`src/rtl/gcs_pkg.sv`:
```
package gcs_pkg;

   localparam int SAMPLE_W    = 16;
   localparam int WEIGHT_W    = 17;
   localparam int DIGIT_W     = 4;
   localparam int DIGITS      = SAMPLE_W / DIGIT_W;
   localparam int DIGIT_CNT_W = $clog2(DIGITS);
   localparam int SHIFT_W     = SAMPLE_W - DIGIT_W;
   localparam int PART_W      = WEIGHT_W + DIGIT_W;
   localparam int PROD_W      = WEIGHT_W + SAMPLE_W;

   // kernel reach, weights are exp(-d*d/8) in q1.16
   localparam int TAP_REACH   = 10;
   localparam int TAP_COUNT   = 2 * TAP_REACH + 1;
   localparam int TAP_W       = $clog2(TAP_COUNT);
   localparam int DIST_W      = $clog2(TAP_REACH + 1);
   localparam int WIN_DEPTH   = TAP_COUNT;
   localparam int WIN_AW      = $clog2(WIN_DEPTH);

   localparam int NUMER_W     = 35;
   localparam int DENOM_W     = 19;
   localparam int QUO_W       = SAMPLE_W + 1;
   localparam int DIV_CNT_W   = $clog2(QUO_W);

   localparam logic [WEIGHT_W-1:0] WEIGHT_ONE = 17'h10000;

   typedef enum logic [2:0] {
      ST_IDLE,
      ST_SETUP,
      ST_READ,
      ST_MAC,
      ST_PREP,
      ST_DIV,
      ST_PUSH
   } gcs_state_type;

   function automatic logic [WEIGHT_W-1:0] gcs_weight(input logic [DIST_W-1:0] tap_dist);
      logic [WEIGHT_W-1:0] w;
      unique case (tap_dist)
         4'd0:    w = WEIGHT_ONE;
         4'd1:    w = 17'd57835;
         4'd2:    w = 17'd39750;
         4'd3:    w = 17'd21276;
         4'd4:    w = 17'd8869;
         4'd5:    w = 17'd2879;
         4'd6:    w = 17'd728;
         4'd7:    w = 17'd143;
         4'd8:    w = 17'd22;
         4'd9:    w = 17'd3;
         default: w = '0;
      endcase
      return w;
   endfunction

endpackage

```
`src/rtl/gcs_ram.sv`:
```
module gcs_ram #(
   parameter int WIDTH = 16,
   parameter int DEPTH = 21
) (
   input  logic                     clock,
   input  logic                     wr_en,
   input  logic [$clog2(DEPTH)-1:0] wr_addr,
   input  logic [WIDTH-1:0]         wr_data,
   input  logic [$clog2(DEPTH)-1:0] rd_addr,
   output logic [WIDTH-1:0]         rd_data
);

   logic [WIDTH-1:0] mem_ff [DEPTH];
   logic [WIDTH-1:0] rd_data_ff;

   always_ff @(posedge clock) begin
      if (wr_en) begin
         mem_ff[wr_addr] <= wr_data;
      end
      rd_data_ff <= mem_ff[rd_addr];
   end

   assign rd_data = rd_data_ff;

endmodule

```
`src/rtl/gcs_div.sv`:
```
module gcs_div (
   input  logic                         clock,
   input  logic                         reset,
   input  logic                         start,
   input  logic [gcs_pkg::NUMER_W-1:0]  numer,
   input  logic [gcs_pkg::DENOM_W-1:0]  denom,
   output logic                         done,
   output logic [gcs_pkg::SAMPLE_W-1:0] quotient
);
   import gcs_pkg::*;

   logic                 busy_ff, busy_in;
   logic                 done_ff, done_in;
   logic [DIV_CNT_W-1:0] cnt_ff, cnt_in;
   logic [DENOM_W-1:0]   rem_ff, rem_in;
   logic [QUO_W-1:0]     low_ff, low_in;
   logic [DENOM_W-1:0]   den_ff, den_in;

   logic [NUMER_W-1:0]   rounded;
   logic [DENOM_W:0]     trial;
   logic [DENOM_W:0]     diff;
   logic                 fits;

   // add half the divisor so the restoring quotient rounds to nearest
   assign rounded = numer + NUMER_W'(denom >> 1);
   assign trial   = {rem_ff, low_ff[QUO_W-1]};
   assign diff    = trial - {1'b0, den_ff};
   assign fits    = trial >= {1'b0, den_ff};

   always_comb begin
      busy_in = busy_ff;
      done_in = 1'b0;
      cnt_in  = cnt_ff;
      rem_in  = rem_ff;
      low_in  = low_ff;
      den_in  = den_ff;
      if (start) begin
         busy_in = 1'b1;
         cnt_in  = '0;
         // high part is already below the divisor since the quotient fits QUO_W bits
         rem_in  = DENOM_W'(rounded[NUMER_W-1:QUO_W]);
         low_in  = rounded[QUO_W-1:0];
         den_in  = denom;
      end else if (busy_ff) begin
         rem_in = fits ? diff[DENOM_W-1:0] : trial[DENOM_W-1:0];
         low_in = {low_ff[QUO_W-2:0], fits};
         cnt_in = cnt_ff + DIV_CNT_W'(1);
         if (cnt_ff == DIV_CNT_W'(QUO_W - 1)) begin
            busy_in = 1'b0;
            done_in = 1'b1;
         end
      end
   end

   always_ff @(posedge clock) begin
      if (reset) begin
         busy_ff <= 1'b0;
         done_ff <= 1'b0;
      end else begin
         busy_ff <= busy_in;
         done_ff <= done_in;
      end
      cnt_ff <= cnt_in;
      rem_ff <= rem_in;
      low_ff <= low_in;
      den_ff <= den_in;
   end

   assign done     = done_ff;
   assign quotient = low_ff[QUO_W-1] ? '1 : low_ff[SAMPLE_W-1:0];

endmodule

```
`src/rtl/gaussian_curve_smoother.sv`:
```
// Each point is computed by the 4-bit digit-serial multiply-accumulate over 21 taps and
// the 17-step restoring divider; a new request is stalled until the block has pushed
// every point that the last request completed. The frame end request flushes 11 points.
// Reset (synchronous, active high) returns to idle at frame position 0 with no result
// pending; the sample window is not cleared.
module gaussian_curve_smoother #(
   parameter int SAMPLE_COUNT = 256
) (
   input  logic                         clock,
   input  logic                         reset,
   input  logic                         req_valid,
   output logic                         req_stall,
   input  logic [gcs_pkg::SAMPLE_W-1:0] req_sample,
   output logic                         rsp_valid,
   input  logic                         rsp_stall,
   output logic [gcs_pkg::SAMPLE_W-1:0] rsp_smoothed_value,
   output logic                         rsp_frame_end
);
   import gcs_pkg::*;

   localparam int PW  = $clog2(SAMPLE_COUNT);
   localparam int TPW = PW + 2;
   localparam logic [PW-1:0] LAST_POS  = PW'(SAMPLE_COUNT - 1);
   localparam logic [PW-1:0] REACH_POS = PW'(TAP_REACH);

   gcs_state_type state_ff, state_in;

   logic [PW-1:0]          pos_ff, pos_in;
   logic [WIN_AW-1:0]      wp_ff, wp_in;
   logic [PW-1:0]          c_ff, c_in;
   logic [PW-1:0]          last_ff, last_in;
   logic [WIN_AW-1:0]      cw_ff, cw_in;
   logic                   end_ff, end_in;
   logic [WIN_AW-1:0]      ta_ff, ta_in;
   logic [TPW-1:0]         tp_ff, tp_in;
   logic [TAP_W-1:0]       t_ff, t_in;
   logic [DIGIT_CNT_W-1:0] k_ff, k_in;
   logic [SHIFT_W-1:0]     sh_ff, sh_in;
   logic [PROD_W-DIGIT_W-1:0] prod_ff, prod_in;
   logic [NUMER_W-1:0]     numer_ff, numer_in;
   logic [DENOM_W-1:0]     denom_ff, denom_in;
   logic                   rsp_valid_ff, rsp_valid_in;
   logic [SAMPLE_W-1:0]    rsp_value_ff, rsp_value_in;
   logic                   rsp_end_ff, rsp_end_in;

   logic                   ram_we;
   logic [SAMPLE_W-1:0]    rd_data;
   logic                   div_start;
   logic                   div_done;
   logic [SAMPLE_W-1:0]    div_quot;

   logic                   at_end;
   logic                   past_reach;
   logic                   out_free;
   logic                   last_digit;
   logic                   last_tap;
   logic                   last_point;
   logic                   in_frame;
   logic [TAP_W-1:0]       tap_dist;
   logic [WEIGHT_W-1:0]    weight;
   logic [DIGIT_W-1:0]     digit;
   logic [PART_W-1:0]      part;
   logic [PROD_W-1:0]      acc;

   // (a + WIN_DEPTH - TAP_REACH) wrapped into the window
   function automatic logic [WIN_AW-1:0] win_back(input logic [WIN_AW-1:0] a);
      logic [WIN_AW:0] s;
      s = {1'b0, a} + (WIN_AW + 1)'(WIN_DEPTH - TAP_REACH);
      return (s >= (WIN_AW + 1)'(WIN_DEPTH)) ? WIN_AW'(s - (WIN_AW + 1)'(WIN_DEPTH))
                                              : s[WIN_AW-1:0];
   endfunction

   function automatic logic [WIN_AW-1:0] win_inc(input logic [WIN_AW-1:0] a);
      return (a == WIN_AW'(WIN_DEPTH - 1)) ? '0 : a + WIN_AW'(1);
   endfunction

   gcs_ram #(
      .WIDTH (SAMPLE_W),
      .DEPTH (WIN_DEPTH)
   ) u_window (
      .clock   (clock),
      .wr_en   (ram_we),
      .wr_addr (wp_ff),
      .wr_data (req_sample),
      .rd_addr (ta_ff),
      .rd_data (rd_data)
   );

   gcs_div u_div (
      .clock    (clock),
      .reset    (reset),
      .start    (div_start),
      .numer    (numer_ff),
      .denom    (denom_ff),
      .done     (div_done),
      .quotient (div_quot)
   );

   assign req_stall  = (state_ff != ST_IDLE);
   assign at_end     = (pos_ff == LAST_POS);
   assign past_reach = (pos_ff >= REACH_POS);
   assign out_free   = !rsp_valid_ff || !rsp_stall;
   assign last_digit = (k_ff == DIGIT_CNT_W'(DIGITS - 1));
   assign last_tap   = (t_ff == TAP_W'(TAP_COUNT - 1));
   assign last_point = (c_ff == last_ff);
   assign div_start  = (state_ff == ST_PREP);

   // taps outside the frame get zero weight, which drops them from both sums
   assign in_frame = !tp_ff[TPW-1] && (tp_ff[TPW-2:0] <= {1'b0, LAST_POS});
   assign tap_dist = (t_ff >= TAP_W'(TAP_REACH)) ? t_ff - TAP_W'(TAP_REACH)
                                                 : TAP_W'(TAP_REACH) - t_ff;
   assign weight   = in_frame ? gcs_weight(tap_dist[DIST_W-1:0]) : '0;
   assign digit    = (k_ff == '0) ? rd_data[SAMPLE_W-1 -: DIGIT_W]
                                  : sh_ff[SHIFT_W-1 -: DIGIT_W];
   // window entries outside the frame may never have been written
   assign part     = in_frame ? PART_W'(weight) * PART_W'(digit) : '0;
   assign acc      = {prod_ff, DIGIT_W'(0)} + PROD_W'(part);

   always_comb begin
      state_in = state_ff;
      unique case (state_ff)
         ST_IDLE: begin
            if (req_valid && (at_end || past_reach)) begin
               state_in = ST_SETUP;
            end
         end
         ST_SETUP: state_in = ST_READ;
         ST_READ:  state_in = ST_MAC;
         ST_MAC: begin
            if (last_digit && last_tap) begin
               state_in = ST_PREP;
            end
         end
         ST_PREP: state_in = ST_DIV;
         ST_DIV: begin
            if (div_done) begin
               state_in = ST_PUSH;
            end
         end
         ST_PUSH: begin
            if (out_free) begin
               state_in = last_point ? ST_IDLE : ST_SETUP;
            end
         end
      endcase
   end

   always_comb begin
      ram_we       = 1'b0;
      pos_in       = pos_ff;
      wp_in        = wp_ff;
      c_in         = c_ff;
      last_in      = last_ff;
      cw_in        = cw_ff;
      end_in       = end_ff;
      ta_in        = ta_ff;
      tp_in        = tp_ff;
      t_in         = t_ff;
      k_in         = k_ff;
      sh_in        = sh_ff;
      prod_in      = prod_ff;
      numer_in     = numer_ff;
      denom_in     = denom_ff;
      rsp_valid_in = rsp_valid_ff && rsp_stall;
      rsp_value_in = rsp_value_ff;
      rsp_end_in   = rsp_end_ff;
      unique case (state_ff)
         ST_IDLE: begin
            if (req_valid) begin
               ram_we = 1'b1;
               if (past_reach) begin
                  c_in  = pos_ff - REACH_POS;
                  cw_in = win_back(wp_ff);
               end else begin
                  c_in  = '0;
                  cw_in = '0;
               end
               if (at_end) begin
                  pos_in  = '0;
                  wp_in   = '0;
                  end_in  = 1'b1;
                  last_in = pos_ff;
               end else begin
                  pos_in  = pos_ff + PW'(1);
                  wp_in   = win_inc(wp_ff);
                  end_in  = 1'b0;
                  last_in = pos_ff - REACH_POS;
               end
            end
         end
         ST_SETUP: begin
            ta_in    = win_back(cw_ff);
            tp_in    = TPW'(c_ff) - TPW'(TAP_REACH);
            t_in     = '0;
            k_in     = '0;
            prod_in  = '0;
            numer_in = '0;
            denom_in = '0;
         end
         ST_READ: ;
         ST_MAC: begin
            k_in = k_ff + DIGIT_CNT_W'(1);
            if (k_ff == '0) begin
               sh_in = rd_data[SHIFT_W-1:0];
               // prefetch the next tap while this one is still being multiplied
               ta_in = win_inc(ta_ff);
            end else begin
               sh_in = {sh_ff[SHIFT_W-DIGIT_W-1:0], DIGIT_W'(0)};
            end
            if (last_digit) begin
               prod_in  = '0;
               numer_in = numer_ff + NUMER_W'(acc);
               denom_in = denom_ff + DENOM_W'(weight);
               t_in     = t_ff + TAP_W'(1);
               tp_in    = tp_ff + TPW'(1);
            end else begin
               prod_in = acc[PROD_W-DIGIT_W-1:0];
            end
         end
         ST_PREP: ;
         ST_DIV:  ;
         ST_PUSH: begin
            if (out_free) begin
               rsp_valid_in = 1'b1;
               rsp_value_in = div_quot;
               rsp_end_in   = end_ff && last_point;
               if (!last_point) begin
                  c_in  = c_ff + PW'(1);
                  cw_in = win_inc(cw_ff);
               end
            end
         end
      endcase
   end

   always_ff @(posedge clock) begin
      if (reset) begin
         state_ff     <= ST_IDLE;
         pos_ff       <= '0;
         wp_ff        <= '0;
         rsp_valid_ff <= 1'b0;
      end else begin
         state_ff     <= state_in;
         pos_ff       <= pos_in;
         wp_ff        <= wp_in;
         rsp_valid_ff <= rsp_valid_in;
      end
      c_ff         <= c_in;
      last_ff      <= last_in;
      cw_ff        <= cw_in;
      end_ff       <= end_in;
      ta_ff        <= ta_in;
      tp_ff        <= tp_in;
      t_ff         <= t_in;
      k_ff         <= k_in;
      sh_ff        <= sh_in;
      prod_ff      <= prod_in;
      numer_ff     <= numer_in;
      denom_ff     <= denom_in;
      rsp_value_ff <= rsp_value_in;
      rsp_end_ff   <= rsp_end_in;
   end

   assign rsp_valid          = rsp_valid_ff;
   assign rsp_smoothed_value = rsp_value_ff;
   assign rsp_frame_end      = rsp_end_ff;

   a_div_done_in_div: assert property (@(posedge clock) disable iff (reset)
      div_done |-> (state_ff == ST_DIV))
      else $error("divider finished outside the divide state");

   a_denom_has_center: assert property (@(posedge clock) disable iff (reset)
      (state_ff == ST_PREP) |-> (denom_ff >= DENOM_W'(WEIGHT_ONE)))
      else $error("weight sum lost the center tap");

   a_frame_close: assert property (@(posedge clock) disable iff (reset)
      (state_ff == ST_PUSH && out_free && end_ff && last_point)
      |=> (state_ff == ST_IDLE && pos_ff == '0 && rsp_valid && rsp_frame_end))
      else $error("frame end result without frame restart");

endmodule
```
`config.mk`:
```
export PLATFORM = sky130hd
export DESIGN_NAME = gaussian_curve_smoother
export DESIGN_NICKNAME = d
export VERILOG_FILES = /design/src/rtl/gcs_pkg.sv /design/src/rtl/gcs_ram.sv /design/src/rtl/gcs_div.sv /design/src/rtl/gaussian_curve_smoother.sv
export SDC_FILE = /design/constraint.sdc
export NUM_CORES = 1
export LEC_CHECK = 0
export BUFFER_PORTS_ARGS = -buffer_cell sky130_fd_sc_hd__buf_2
export CORE_ASPECT_RATIO = 1.5
export CORE_MARGIN = 2
export CORE_UTILIZATION = 55
export DETAILED_ROUTE_END_ITERATION = 12
export PLACE_DENSITY = 0.82
export SYNTH_ARGS = -nofsm -noshare
export SYNTH_HDL_FRONTEND = slang
export SYNTH_HIERARCHICAL = 1
export SYNTH_SLANG_ARGS = --single-unit
```
`constraint.sdc`:
```
create_clock -name clock -period 12.6 [get_ports clock]
set_clock_uncertainty 0.2 [all_clocks]
set_input_delay 1.26 -clock clock [delete_from_list [all_inputs] [get_ports clock]]
set_output_delay 1.26 -clock clock [all_outputs]
set_load 0.005 [all_outputs]
```
### Word level (Yosys, flattened, before mapping)

Memories as Yosys holds them, arrays and structs flattened. A register that Yosys moved wholly into a read port is not among the register bits.
Cells that the tools add are included.

| cells by class | value |
|---|---|
| multiplexer cells | 58 |
| bitwise gates (word level) | 1 |
| eq/ne operators | 22 |
| add/subtract/negate cells | 22 |
| magnitude comparators | 6 |
| multipliers | 1 |
| reduce and logical (&&, ||, !) cells | 23 |

Operators by type and width:

| cell | count |
|---|---|
| one-hot mux 35 bit (2 select lines) | 1 |
| two-way mux 5 bit | 12 |
| one-hot mux 29 bit (2 select lines) | 1 |
| two-way mux 17 bit | 3 |
| two-way mux 8 bit | 6 |
| two-way mux 19 bit | 2 |
| one-hot mux 19 bit (2 select lines) | 1 |
| two-way mux 18 bit | 2 |
| adder 35 x 18 -> 35 bit | 1 |
| adder 35 x 33 -> 35 bit | 1 |
| two-way mux 35 bit | 1 |
| adder 33 x 21 -> 33 bit | 1 |
| one-hot mux 5 bit (2 select lines) | 3 |
| two-way mux 29 bit | 1 |
| adder 5 x 1 -> 5 bit, second input constant | 5 |
| equality test 5 bit, second input constant | 5 |
| multiplier 17 x 4 -> 21 bit | 1 |
| two-way mux 21 bit | 1 |
| one-hot mux 3 bit (7 select lines) | 1 |
| greater-or-equal comparator 20 x 19 -> 1 bit | 1 |
| one-hot mux 10 bit (2 select lines) | 1 |
| adder 19 x 17 -> 19 bit | 1 |
| subtractor 19 bit | 1 |
| adder 8 x 1 -> 8 bit, second input constant | 2 |
| other kinds (38) | 78 |

| word-level totals | value |
|---|---|
| input bits | 20 |
| output and inout bits | 19 |
| ROM bits | 256 |
| word-level logic and storage cells | 161 |
| RAM bits | 336 |
| memories | 2 |
| flip-flop bits (word level) | 235 |

Memory list:

| name | words | width | read ports | clocked after Yosys merged registers in | wr ports | RTL line | text |
|---|---|---|---|---|---|---|---|
| u_window.mem_ff | 21 | 16 | 1 | 1 | 1 | gcs_ram.sv:13 | `logic [WIDTH-1:0] mem_ff [DEPTH];` |
| (name not given) | 16 | 16 | 1 | 0 | 0 | gcs_pkg.sv:39 | `unique case (tap_dist)` |

### Depth between registers and ports, before layout

Gate-level depths: netlist of run 1.
An unclocked memory read counts as a cell.

| logic depth | value |
|---|---|
| depth after elaboration | 10 |
| mapped depth | 46 |
| depth with buffers taken out | 45 |

### By module

The synthesis of run 1 kept the hierarchy.

By module, submodules not included:

| module | instances | cells an instance | sequential area each (um2) | area each (um2) |
|---|---|---|---|---|
| gcs_ram | 1 | 737 | 10410.0 | 13509.2 |
| gaussian_curve_smoother | 1 | 1423 | 5024.8 | 13477.9 |
| gcs_div | 1 | 508 | 1781.7 | 4787.1 |

### Worst setup path after synthesis of run 1

OpenSTA, ideal clock, no wires.

| path | value |
|---|---|
| path type | register -> register |
| start | reg t_ff[0] |
| end | reg numer_ff[33], data pin |
| arrival time | 9.401 ns |
| period minus slack after synthesis | 9.867 ns |
| path buffers | 1 |
| setup time | 0.266 ns |
| path slack | 2.733 ns |
| required time | 12.134 ns |
| cell stages (with the launch flop) | 45 |
| path through | edfxtp_1 inv_1 ha_1 a311oi_2 mux2i_1 ha_1 nand2_1 mux2i_1 a211oi_2 or3_1 nor2_1 fa_1 inv_1 fa_1 inv_1 ha_1 a21o_1 a21oi_1 [9 not listed] and3_1 nand3_1 a31oi_1 a41o_1 o21ai_1 a21oi_1 xor2_1 ha_1 clkbuf_1 a21oi_1 nand2_1 a31oi_1 nand3_1 a221oi_1 o211ai_1 a31oi_1 xor2_1 nor2_1 |

| between the ends | value |
|---|---|
| word-level cells in the longest chain between the ends | 10 |
| elaborated cells on any way between the ends | 12 |
| classes of those cells | add/sub (4); mul (1); order compare (1); mux (5); memory (1) |

Ends and longest elaborated chain:

| item | RTL line | text |
|---|---|---|
| start, declared | gaussian_curve_smoother.sv:36 | `logic [TAP_W-1:0] t_ff, t_in;` |
| start signal, assigned | gaussian_curve_smoother.sv:254 | `t_ff <= t_in;` |
| subtractor 4 bit (tied with other cells) | gaussian_curve_smoother.sv:111 | `: TAP_W'(TAP_REACH) - t_ff;` |
| two-way mux 4 bit (*) | gaussian_curve_smoother.sv:110 | `assign tap_dist = (t_ff >= TAP_W'(TAP_REACH)) ? t_ff - TAP_W'(TAP_REACH)` |
| memory (16 x 16 bit) (*) | - |  |
| two-way mux 17 bit (*) | gaussian_curve_smoother.sv:112 | `assign weight = in_frame ? gcs_weight(tap_dist[DIST_W-1:0]) : '0;` |
| multiplier 17 x 4 -> 21 bit (*) | gaussian_curve_smoother.sv:116 | `assign part = in_frame ? PART_W'(weight) * PART_W'(digit) : '0;` |
| two-way mux 21 bit (*) | gaussian_curve_smoother.sv:116 |  |
| adder 33 x 21 -> 33 bit (*) | gaussian_curve_smoother.sv:117 | `assign acc = {prod_ff, DIGIT_W'(0)} + PROD_W'(part);` |
| net acc[22] | gaussian_curve_smoother.sv:63 | `logic [PROD_W-1:0] acc;` |
| adder 35 x 33 -> 35 bit (*) | gaussian_curve_smoother.sv:212 | `numer_in = numer_ff + NUMER_W'(acc);` |
| two-way mux 35 bit (*) | gaussian_curve_smoother.sv:210 | `if (last_digit) begin` |
| one-hot mux 35 bit (2 select lines) (*) | gaussian_curve_smoother.sv:167 | `unique case (state_ff)` |
| end signal, assigned | gaussian_curve_smoother.sv:258 | `numer_ff <= numer_in;` |
| end, declared | gaussian_curve_smoother.sv:40 | `logic [NUMER_W-1:0] numer_ff, numer_in;` |

Mark *: on every way through the listed nets, which the timed path passes. The rest lies on a longest branch. The select of a mux whose other input is x is not followed.
A chain may end at the register's enable or synchronous reset.

### Worst setup path in the final report of run 1

| path | value |
|---|---|
| start | reg t_ff[0] |
| end | reg numer_ff[32], data pin |

The elaborated chain is that of the path after synthesis.

==> results_tabular.tex, run 1 <==
\begin{tabular}{lr}
\hline
Metric & Value \\
\hline
\multicolumn{2}{l}{\textbf{CTS}} \\
Insertion delay to the later sink of the worst-skew pair & 610 ps \\
Longest Clk Path Bufs & 3 \\
Count of instances resized after the clock tree is built & 0 \\
Buffer cell driving the clock tree root & sky130\_fd\_sc\_hd\_\_clkbuf\_16 \\
Total clock buffers created by CTS & 53 \\
CTS H-tree depth & 2 \\
Post-CTS setup buffer count & 0 \\
Hold buffers post-CTS & 0 \\
Count of clock tree sinks & 587 \\
CTS tree & yes \\
Clock-pin transition on the worst setup and hold timing paths & roughly 60 ps \\
\multicolumn{2}{l}{\textbf{Finish}} \\
Number of nets in the final layout & 2,920 \\
Area of all placed cells without fillers & 0.0346 mm² \\
\# diodes & 0 \\
Share of post-route cells with drive strength above 1 & 10.5\% \\
Final cell count without fillers & 3,504 \\
Area overhead of the layout relative to synthesis & 8.83\% \\
\multicolumn{2}{l}{\textbf{Logic synthesis}} \\
Leading post-synthesis cells by instance count & sky130\_fd\_sc\_hd\_\_edfxtp\_1, sky130\_fd\_sc\_hd\_\_nor2\_1, sky130\_fd\_sc\_hd\_\_nand2\_1, sky130\_fd\_sc\_hd\_\_ha\_1, sky130\_fd\_sc\_hd\_\_a21oi\_1 \\
Cell accounting for the most synthesized area & sky130\_fd\_sc\_hd\_\_edfxtp\_1 \\
Nets in the synthesized netlist & between 2k and 3k \\
Area share of the largest cell type after synthesis & about half \\
Synth warnings & 6 \\
Number of synthesized flops with an enable pin & 546 \\
Most numerous cell in the Yosys netlist & sky130\_fd\_sc\_hd\_\_edfxtp\_1 \\
Synth Instances & 2,668 \\
Avg Cell Area, Syn & 11.9 µm² \\
Post-synthesis async set-or-reset flop share & 0\% \\
Dominant combinational cell family by area after synthesis & simple AND/OR/NAND/NOR gates \\
Post-synth design cell area & around 0.032 mm² \\
Largest cells by area after synthesis & sky130\_fd\_sc\_hd\_\_edfxtp\_1, sky130\_fd\_sc\_hd\_\_ha\_1, sky130\_fd\_sc\_hd\_\_mux2i\_1 \\
Synth Area in Adders & around 8.6\% \\
Simple-gate area share of the yosys netlist & a little under an eighth \\
Compound-gate portion of the synthesized area & a little under 10\% \\
Xor and xnor area share after synthesis & 5.10\% \\
Post-synthesis sequential area ratio & 54.2\% \\
Proportion of synthesized area in mux cells & 7.30\% \\
Library cells used by synthesis & 85 \\
Synthesized flop and latch total & 587 \\
Most used flip-flop cell after synthesis & sky130\_fd\_sc\_hd\_\_edfxtp\_1 \\
\multicolumn{2}{l}{\textbf{Placed design}} \\
Placed wire-length estimate & 48,900 µm \\
Number of cells in the design after placement & between 3k and 4k \\
Routability congestion estimate & 0.889 \\
DP Area & between 0.03 and 0.04 mm² \\
Worst setup slack before clock tree synthesis & 1270 ps \\
Port buffer count & 38 \\
\multicolumn{2}{l}{\textbf{STA}} \\
Setup-failing EPs final & 0 \\
Worst max-slew margin expressed relative to the limit & 25.6\% \\
Setup repair after global routing missed its margin & no \\
Final clock period utilization by the worst path & around nine tenths \\
Slew of the pin with the lowest slew margin & 1110 ps \\
Total negative slack for setup checks & 0 ps \\
Post-layout minimum cycle time & $\sim$11,000 ps \\
Max-slew violations & 0 \\
Worst Setup Slack, final & 1120 ps \\
Fmax & approximately 87 MHz \\
Number of endpoints with negative hold slack in the final report & 0 \\
\multicolumn{2}{l}{\textbf{Pwr}} \\
Total power after layout & 4.11 mW \\
Cell Pwr Density & 119 mW/mm² \\
Leakage power of the design & 13.0 nW \\
Peak VDD IR & 0.164 mV \\
\multicolumn{2}{l}{\textbf{Routing}} \\
Routed WL & 73,000 µm \\
DR iter-0 viols & 1,754 \\
Antenna viol nets, final & 0 \\
Via-to-Cell Ratio & 6.04 \\
DRC violation count after routing & 0 \\
Vias after detailed routing & $\sim$21k \\
DRT Pass-1 Iters & 8 \\
Average wire length per cell after detail routing & about 21 µm \\
\multicolumn{2}{l}{\textbf{Critical path}} \\
Arrival time of the worst setup path & 11,630 ps \\
Library cell appearing most often on the critical path & sky130\_fd\_sc\_hd\_\_a21o\_1 \\
Type of the setup path with the least slack & flip-flop to flip-flop \\
Maximum fanout along the worst path & 10 \\
Slowest stage delay, CP & 640 ps \\
CP startpoint kind & flip-flop \\
Element type at the critical path end & flip-flop \\
Cell at the slowest stage of the critical path & sky130\_fd\_sc\_hd\_\_a2111oi\_0 \\
CP Data Required Time & 12,750 ps \\
\multicolumn{2}{l}{\textbf{Floorplan}} \\
Area of the die & 0.0597 mm² \\
\# rows & roughly 110 \\
Core Region & 0.0569 mm² \\
Chip width & 200 µm \\
Initial core utilization & 55.8\% \\
Vert. Die Dim & 298 µm \\
Ports & 39 \\
\multicolumn{2}{l}{\textbf{Worst hold path}} \\
Type of the worst min-delay path & flip-flop to flip-flop \\
\multicolumn{2}{l}{\textbf{GRT}} \\
Overall Global Routing Usage & 24.0\% \\
Global-route wire length before repair & 113,000 µm \\
Largest net degree at the start of global routing & 83 \\
Leftover overflow at the end of global routing & 0 \\
Via count of the first global-routing pass & 21.3k \\
Antenna violations before repair & 1 \\
\multicolumn{2}{l}{\textbf{Flow run}} \\
Max capacitance violation total & 0 \\
\multicolumn{2}{l}{\textbf{Run status}} \\
Result of the run & finished clean \\
\hline
\end{tabular}
-- registers in the layout, indices dropped and copies added (netlist names), 8 cells and up --
name,cells
u_div/den_ff,19
denom_ff,19
numer_ff,35
u_window/mem_ff,336
u_div/low_ff,17
pos_ff,8
u_div/rem_ff,19
prod_ff,29
sh_ff,12
c_ff,8
last_ff,8
u_window/rd_data,16
rsp_smoothed_value,16
tp_ff,10
-- critical path, delay by kind of cell, from the launching register on --
kind | cells | cell delay, ps
compound gates | 20 | 5370
xor+xnor | 2 | 320
fa+ha+maj | 7 | 2790
buf+inv | 3 | 300
flops | 1 | 560
mux | 2 | 750
simple gates | 8 | 940
-- final timing paths --
path                         startpoint                          to  slack, ps  cells after the start
max reg2reg       t_ff[0]$_SDFFCE_PN0P_  numer_ff[32]$_SDFFCE_PN0P_       1120                     42
max               t_ff[0]$_SDFFCE_PN0P_  numer_ff[32]$_SDFFCE_PN0P_       1120                     42
min reg2reg  denom_ff[18]$_SDFFCE_PN0P_  u_div/den_ff[18]$_DFFE_PP_        310                      0
min          denom_ff[18]$_SDFFCE_PN0P_  u_div/den_ff[18]$_DFFE_PP_        310                      0
-- layout make-up --
| class | instances | area (µm²) |
|---|---|---|
| fillers | 4202 | 22300 |
| flip-flops and latches | 587 | 17200 |
| multi-input cells | 1833 | 13600 |
| clock buffers | 64 | 1390 |
| well taps | 763 | 955 |
| inverters | 143 | 537 |
| repair buffers | 81 | 513 |
| clock inverters | 33 | 409 |
-- cell families (layout without fill, tap and decap cells) --
| group | after synthesis | count (layout) |
|---|---|---|
| muxes | 204 | 204 |
| DFF | 587 | 587 |
| adders and majority gates | 201 | 201 |
| and+or+nand+nor | 761 | 761 |
| AOI/OAI and AO/OA | 482 | 482 |
| buffers and inverters | 248 | 321 |
| xor gates and xnor gates | 185 | 185 |
-- placed cells by master (no fill, tap or decap), drive strengths merged, types with 10 or more instances in the layout --
cell    instances
o21ai          82
dfxtp          41
mux4           16
a22oi          50
inv           146
o21a           10
a21boi         14
or3            11
xnor2         100
mux2           41
fa             30
xor2           85
a21oi         152
edfxtp        546
nand3          75
nand4          33
a31oi          13
a211oi         22
nor2b          38
clkinv         19
mux2i         147
buf            81
a21o           54
o21bai         16
and3           54
nor3           47
or2            27
o22ai          12
nand2b         19
nor2          214
and2           14
nand2         192
clkbuf         64
ha            171
-- metrics by stage --
| stage | utilization, % | hold WS [ps] |
|---|---|---|
| final | 60.8 | 310 |
| after global routing | 60.8 | 331 |
| after CTS | 60.8 | 313 |
| after detailed placement | 57.6 | 298 |
| after global placement | 57.6 | 295 |
| after floorplan | - | 233 |
-- power by group --
part	total [mW]	internal, mW	leakage [nW]	switching, mW
clock network	1.67	0.956	0.878	0.714
logic	0.285	0.112	7.04	0.173
registers	2.16	2.14	5.11	0.0165
total	4.11	3.21	13.0	0.904
-- per-layer routing --
metal  vias up  wire (µm)  global-route usage (%)  part of all wire [%]
met5         -         13                       0                 0.018
met4         2       3810                    12.3                   5.2
met3       231       4110                    3.25                   5.6
met2       813      39200                    45.6                    54
met1     10251      25900                    25.8                    35
li1       9854          -                       -                     -
Power figures use the tool's default switching activity.
==> run 2, diff against run 1 <==
- ABC_AREA: unset -> 1
- TNS_END_PERCENT: unset -> 100
==> run 2 against run 1 <==
Effect of this change:
- highest routed layer is now met4
- wire length increased by 25%
- core utilization is 0.40 points lower
- combinational power grew to 13 times the previous value
- critical endpoint is now numer_ff[22]$_SDFFCE_PN0P_
- sequential power is 28% higher
==> results_tabular.tex, run 2 <==
\begin{tabular}{lr}
\hline
Metric & Value \\
\hline
\multicolumn{2}{l}{\textbf{CTS}} \\
Buffer cell driving the clock tree root & sky130\_fd\_sc\_hd\_\_clkbuf\_16 \\
Insertion delay to the later sink of the worst-skew pair & 640 ps (+30 ps) \\
Clock-pin transition on the worst setup and hold timing paths & 70 ps (about the same) \\
Total clock buffers created by CTS & 55 (+3.8\%) \\
CTS H-tree depth & 2 (unchanged) \\
Post-CTS setup buffer count & 0 (unchanged) \\
Longest Clk Path Bufs & 3 (unchanged) \\
Count of instances resized after the clock tree is built & 0 (unchanged) \\
CTS tree & yes \\
Count of clock tree sinks & 587 (unchanged) \\
Hold buffers post-CTS & 0 (unchanged) \\
\multicolumn{2}{l}{\textbf{Pwr}} \\
Sequential share of power & 33.9\% (-19 points) \\
Switch Pwr & 3.52 mW (+290\%) \\
Leakage power of the design & 16.5 nW (+26\%) \\
Peak VDD IR & 0.233 mV (+42\%) \\
Clock share of power & 21.9\% (-19 points) \\
Logic gate share of total power & 44.2\% (+37 points) \\
Cell internal pwr & 4.64 mW (+45\%) \\
Cell Pwr Density & 217 mW/mm² (+83\%) \\
Switching share of power & 43.1\% (+21 points) \\
\multicolumn{2}{l}{\textbf{Logic synthesis}} \\
Xor and xnor area share after synthesis & 2.05\% (-3.1 points) \\
Nets in the synthesized netlist & 4,261 (+47\%) \\
Avg Cell Area, Syn & 8.58 µm² (-28\%) \\
Synth Instances & 4,040 (+51\%) \\
Synth warnings & 6 (unchanged) \\
Post-synthesis sequential area ratio & 49.7\% (-4.5 points) \\
Proportion of synthesized area in mux cells & 0\% (-7.3 points) \\
Synth Area in Adders & 7.91\% (-0.72 points) \\
Leading post-synthesis cells by instance count & sky130\_fd\_sc\_hd\_\_nand2\_1, sky130\_fd\_sc\_hd\_\_inv\_1, sky130\_fd\_sc\_hd\_\_edfxtp\_1, sky130\_fd\_sc\_hd\_\_nor2\_1, sky130\_fd\_sc\_hd\_\_nand3\_1 \\
Synthesized flop and latch total & 587 (unchanged) \\
Simple-gate area share of the yosys netlist & 23.2\% (+12 points) \\
Library cells used by synthesis & 64 (-25\%) \\
Most used flip-flop cell after synthesis & sky130\_fd\_sc\_hd\_\_edfxtp\_1 \\
Post-synth design cell area & 0.0347 mm² (+9.1\%) \\
Cell accounting for the most synthesized area & sky130\_fd\_sc\_hd\_\_edfxtp\_1 \\
Dominant combinational cell family by area after synthesis & simple AND/OR/NAND/NOR gates \\
Area share of the largest cell type after synthesis & 47.3\% (-4.3 points) \\
Post-synthesis async set-or-reset flop share & 0\% (unchanged) \\
Largest cells by area after synthesis & sky130\_fd\_sc\_hd\_\_edfxtp\_1, sky130\_fd\_sc\_hd\_\_nand2\_1, sky130\_fd\_sc\_hd\_\_inv\_1 \\
Number of synthesized flops with an enable pin & 546 (unchanged) \\
Compound-gate portion of the synthesized area & 8.41\% (-1.4 points) \\
Most numerous cell in the Yosys netlist & sky130\_fd\_sc\_hd\_\_nand2\_1 \\
\multicolumn{2}{l}{\textbf{Finish}} \\
Largest register FFs & 336 (unchanged) \\
Area overhead of the layout relative to synthesis & 8.37\% \\
Share of post-route cells with drive strength above 1 & 6.37\% (-4.1 points) \\
Final Core Density & 60.4\% (-0.40 points) \\
Register with the highest flop count & u\_window/mem\_ff \\
Most common cell after layout, fill and taps aside & sky130\_fd\_sc\_hd\_\_nand2\_1 \\
Final cell count without fillers & 4,913 (+40\%) \\
Number of nets in the final layout & 4,287 (+47\%) \\
Commonest non-fill, non-tap cells in the layout & sky130\_fd\_sc\_hd\_\_nand2\_1, sky130\_fd\_sc\_hd\_\_inv\_1, sky130\_fd\_sc\_hd\_\_edfxtp\_1, sky130\_fd\_sc\_hd\_\_nor2\_1, sky130\_fd\_sc\_hd\_\_nand3\_1 \\
Biggest registers after layout & u\_window/mem\_ff: 336 flops, numer\_ff: 35 flops, prod\_ff: 29 flops \\
\multicolumn{2}{l}{\textbf{STA}} \\
Setup-failing EPs final & 0 (unchanged) \\
Total negative slack for setup checks & 0 ps (unchanged) \\
Post-layout minimum cycle time & 9450 ps (-2030 ps) \\
Worst max-slew margin expressed relative to the limit & 16.5\% (-9.1 points) \\
Worst hold-check slack & 267 ps (-42.9 ps) \\
Slew of the pin with the lowest slew margin & 1240 ps (+130 ps) \\
Setup repair after global routing missed its margin & no \\
Fmax & 106 MHz (+21\%) \\
Final clock period utilization by the worst path & 75.0\% (-16 points) \\
Max-slew violations & 0 (unchanged) \\
Number of endpoints with negative hold slack in the final report & 0 (unchanged) \\
\multicolumn{2}{l}{\textbf{Critical path}} \\
CP Data Required Time & 12,750 ps (about the same) \\
Terminus of the critical flop-to-flop path & numer\_ff[22]\$\_SDFFCE\_PN0P\_ \\
Type of the setup path with the least slack & flip-flop to flip-flop \\
R2r worst-path depth & 48 (+14\%) \\
Cell at the slowest stage of the critical path & sky130\_fd\_sc\_hd\_\_fa\_1 \\
Element type at the critical path end & flip-flop \\
Slowest stage delay, CP & 570 ps (-70 ps) \\
Library cell appearing most often on the critical path & sky130\_fd\_sc\_hd\_\_nand2\_1 \\
Cell class contributing the biggest share of worst-path delay & compound AO/OA/AOI/OAI gates \\
CP startpoint kind & flip-flop \\
Maximum fanout along the worst path & 16 (+6) \\
CP bufs+invs & 8 (+5) \\
Worst reg2reg setup slack & 3150 ps (+2030 ps) \\
Arrival time of the worst setup path & 9600 ps (-2030 ps) \\
Startpoint of the worst-slack reg-to-reg timing path & tp\_ff[0]\$\_DFFE\_PP\_ \\
\multicolumn{2}{l}{\textbf{Routing}} \\
DR iter-0 viols & 2,267 (+29\%) \\
Routed WL & 91,400 µm (+25\%) \\
Average wire length per cell after detail routing & 18.6 µm (-11\%) \\
DRC violation count after routing & 0 (unchanged) \\
Antenna viol nets, final & 0 (unchanged) \\
Vias after detailed routing & 27.8k (+32\%) \\
DRT Pass-1 Iters & 8 (unchanged) \\
Via-to-Cell Ratio & 5.66 (-6.2\%) \\
\multicolumn{2}{l}{\textbf{Floorplan}} \\
\# rows & 112 (+4.7\%) \\
Area of the die & 0.0651 mm² (+8.9\%) \\
Vert. Die Dim & 311 µm (+4.4\%) \\
Ports & 39 (unchanged) \\
Chip width & 209 µm (+4.4\%) \\
Core Region & 0.0622 mm² (+9.4\%) \\
Initial core utilization & 55.7\% (-0.13 points) \\
\multicolumn{2}{l}{\textbf{GRT}} \\
Global-route wire length before repair & 144,000 µm (+28\%) \\
Leftover overflow at the end of global routing & 0 (unchanged) \\
Antenna violations before repair & 2 (+1) \\
Largest net degree at the start of global routing & 99 (+19\%) \\
Overall Global Routing Usage & 28.0\% (+4.1 points) \\
Via count of the first global-routing pass & 27.9k (+31\%) \\
\multicolumn{2}{l}{\textbf{Worst hold path}} \\
Worst min-delay path endpoint & sh\_ff[8]\$\_DFFE\_PP\_ \\
Hold path startpoint & u\_window/rd\_data[8]\$\_DFF\_P\_ \\
Hold Crit Depth & 2 (+2) \\
Type of the worst min-delay path & flip-flop to flip-flop \\
\multicolumn{2}{l}{\textbf{Placed design}} \\
Port buffer count & 38 (unchanged) \\
Routability congestion estimate & 1.00 (+13\%) \\
Number of cells in the design after placement & 4,807 (+41\%) \\
Placed wire-length estimate & 64,800 µm (+33\%) \\
\multicolumn{2}{l}{\textbf{Flow run}} \\
Max capacitance violation total & 0 (unchanged) \\
\multicolumn{2}{l}{\textbf{Run status}} \\
Result of the run & finished clean \\
\hline
\end{tabular}
[run 2: cell types whose count changed after synthesis, sizes merged, moves of 41 or more]
cell and delta:
xnor2 -71, nand2 +838, and3 -53, nor2 +151, inv +508, mux2i -147, mux2 -41, a21o -47
a21oi +58, nand3 +270, a22oi -50, o21ai +126
[run 2: per-layer routing]
layer	wire length (µm)	GRT usage, %	vias to the layer above
met5	0	0	-
met4	6740	19.8	0
met3	5370	3.87	364
met2	48400	52.9	1141
met1	30900	28.1	12945
li1	-	-	13375
[run 2: worst max path at each step]
| stage | startpoint | cells past startpoint | slack (ps) | end |
|---|---|---|---|---|
| global placement | tp_ff[0]$_DFFE_PP_ | 49 | 3580 | numer_ff[33]$_SDFFCE_PN0P_ |
| CTS | tp_ff[0]$_DFFE_PP_ | 49 | 3340 | numer_ff[33]$_SDFFCE_PN0P_ |
| global route | tp_ff[0]$_DFFE_PP_ | 49 | 2260 | numer_ff[33]$_SDFFCE_PN0P_ |
| finish | tp_ff[0]$_DFFE_PP_ | 48 | 3150 | numer_ff[22]$_SDFFCE_PN0P_ |
| floorplan | t_ff[1]$_SDFFCE_PN0P_ | 47 | 4630 | numer_ff[33]$_SDFFCE_PN0P_ |
| detailed placement | tp_ff[0]$_DFFE_PP_ | 49 | 3400 | numer_ff[33]$_SDFFCE_PN0P_ |
[run 2: worst register-to-register path: cells and delay by family (launching register included)]
kind	cells	cell delay (ps)
AOI/OAI and AO/OA	16	2860
xor gates and xnor gates	2	430
adders and majority gates	7	2550
buffers and inverters	8	950
DFF	1	380
and+or+nand+nor	15	1800
[run 2: stage by stage]
| step | worst slack, ps | instance area (µm²) | total power, mW |
|---|---|---|---|
| floorplan | 4630 | 34700 | 5.37 |
| global placement | 3580 | 35600 | 6.24 |
| detailed placement | 3400 | 35600 | 6.32 |
| CTS | 3340 | 37600 | 8.12 |
| global route | 2260 | 37600 | 8.68 |
| finish | 3150 | 37600 | 8.16 |
[run 2: logic make-up after synthesis]
kind of cell    count (synthesis)
flops                         587
simple gates                 1884
xor+xnor                       81
compound gates                528
fa+ha+maj                     201
buf+inv                       759
[run 2: final cells by class]
type                       count  area, µm²
antenna                        2       5.00
clock buffer                  70       1520
clock inverter                34        433
fill                        5215      24700
inverter                     653       2450
multi-input combinational   2694      14500
sequential                   587      17200
tap                          798        998
timing repair buffer          75        468
[run 2: power groups by stage]
stage | sequential [mW] | combinational, mW | clock [mW]
after floorplan | 2.71 | 2.66 | 0
after global placement | 2.79 | 3.44 | 0
after detailed placement | 2.80 | 3.52 | 0
after CTS | 2.76 | 3.55 | 1.81
after global routing | 2.79 | 4.01 | 1.87
final | 2.77 | 3.60 | 1.79
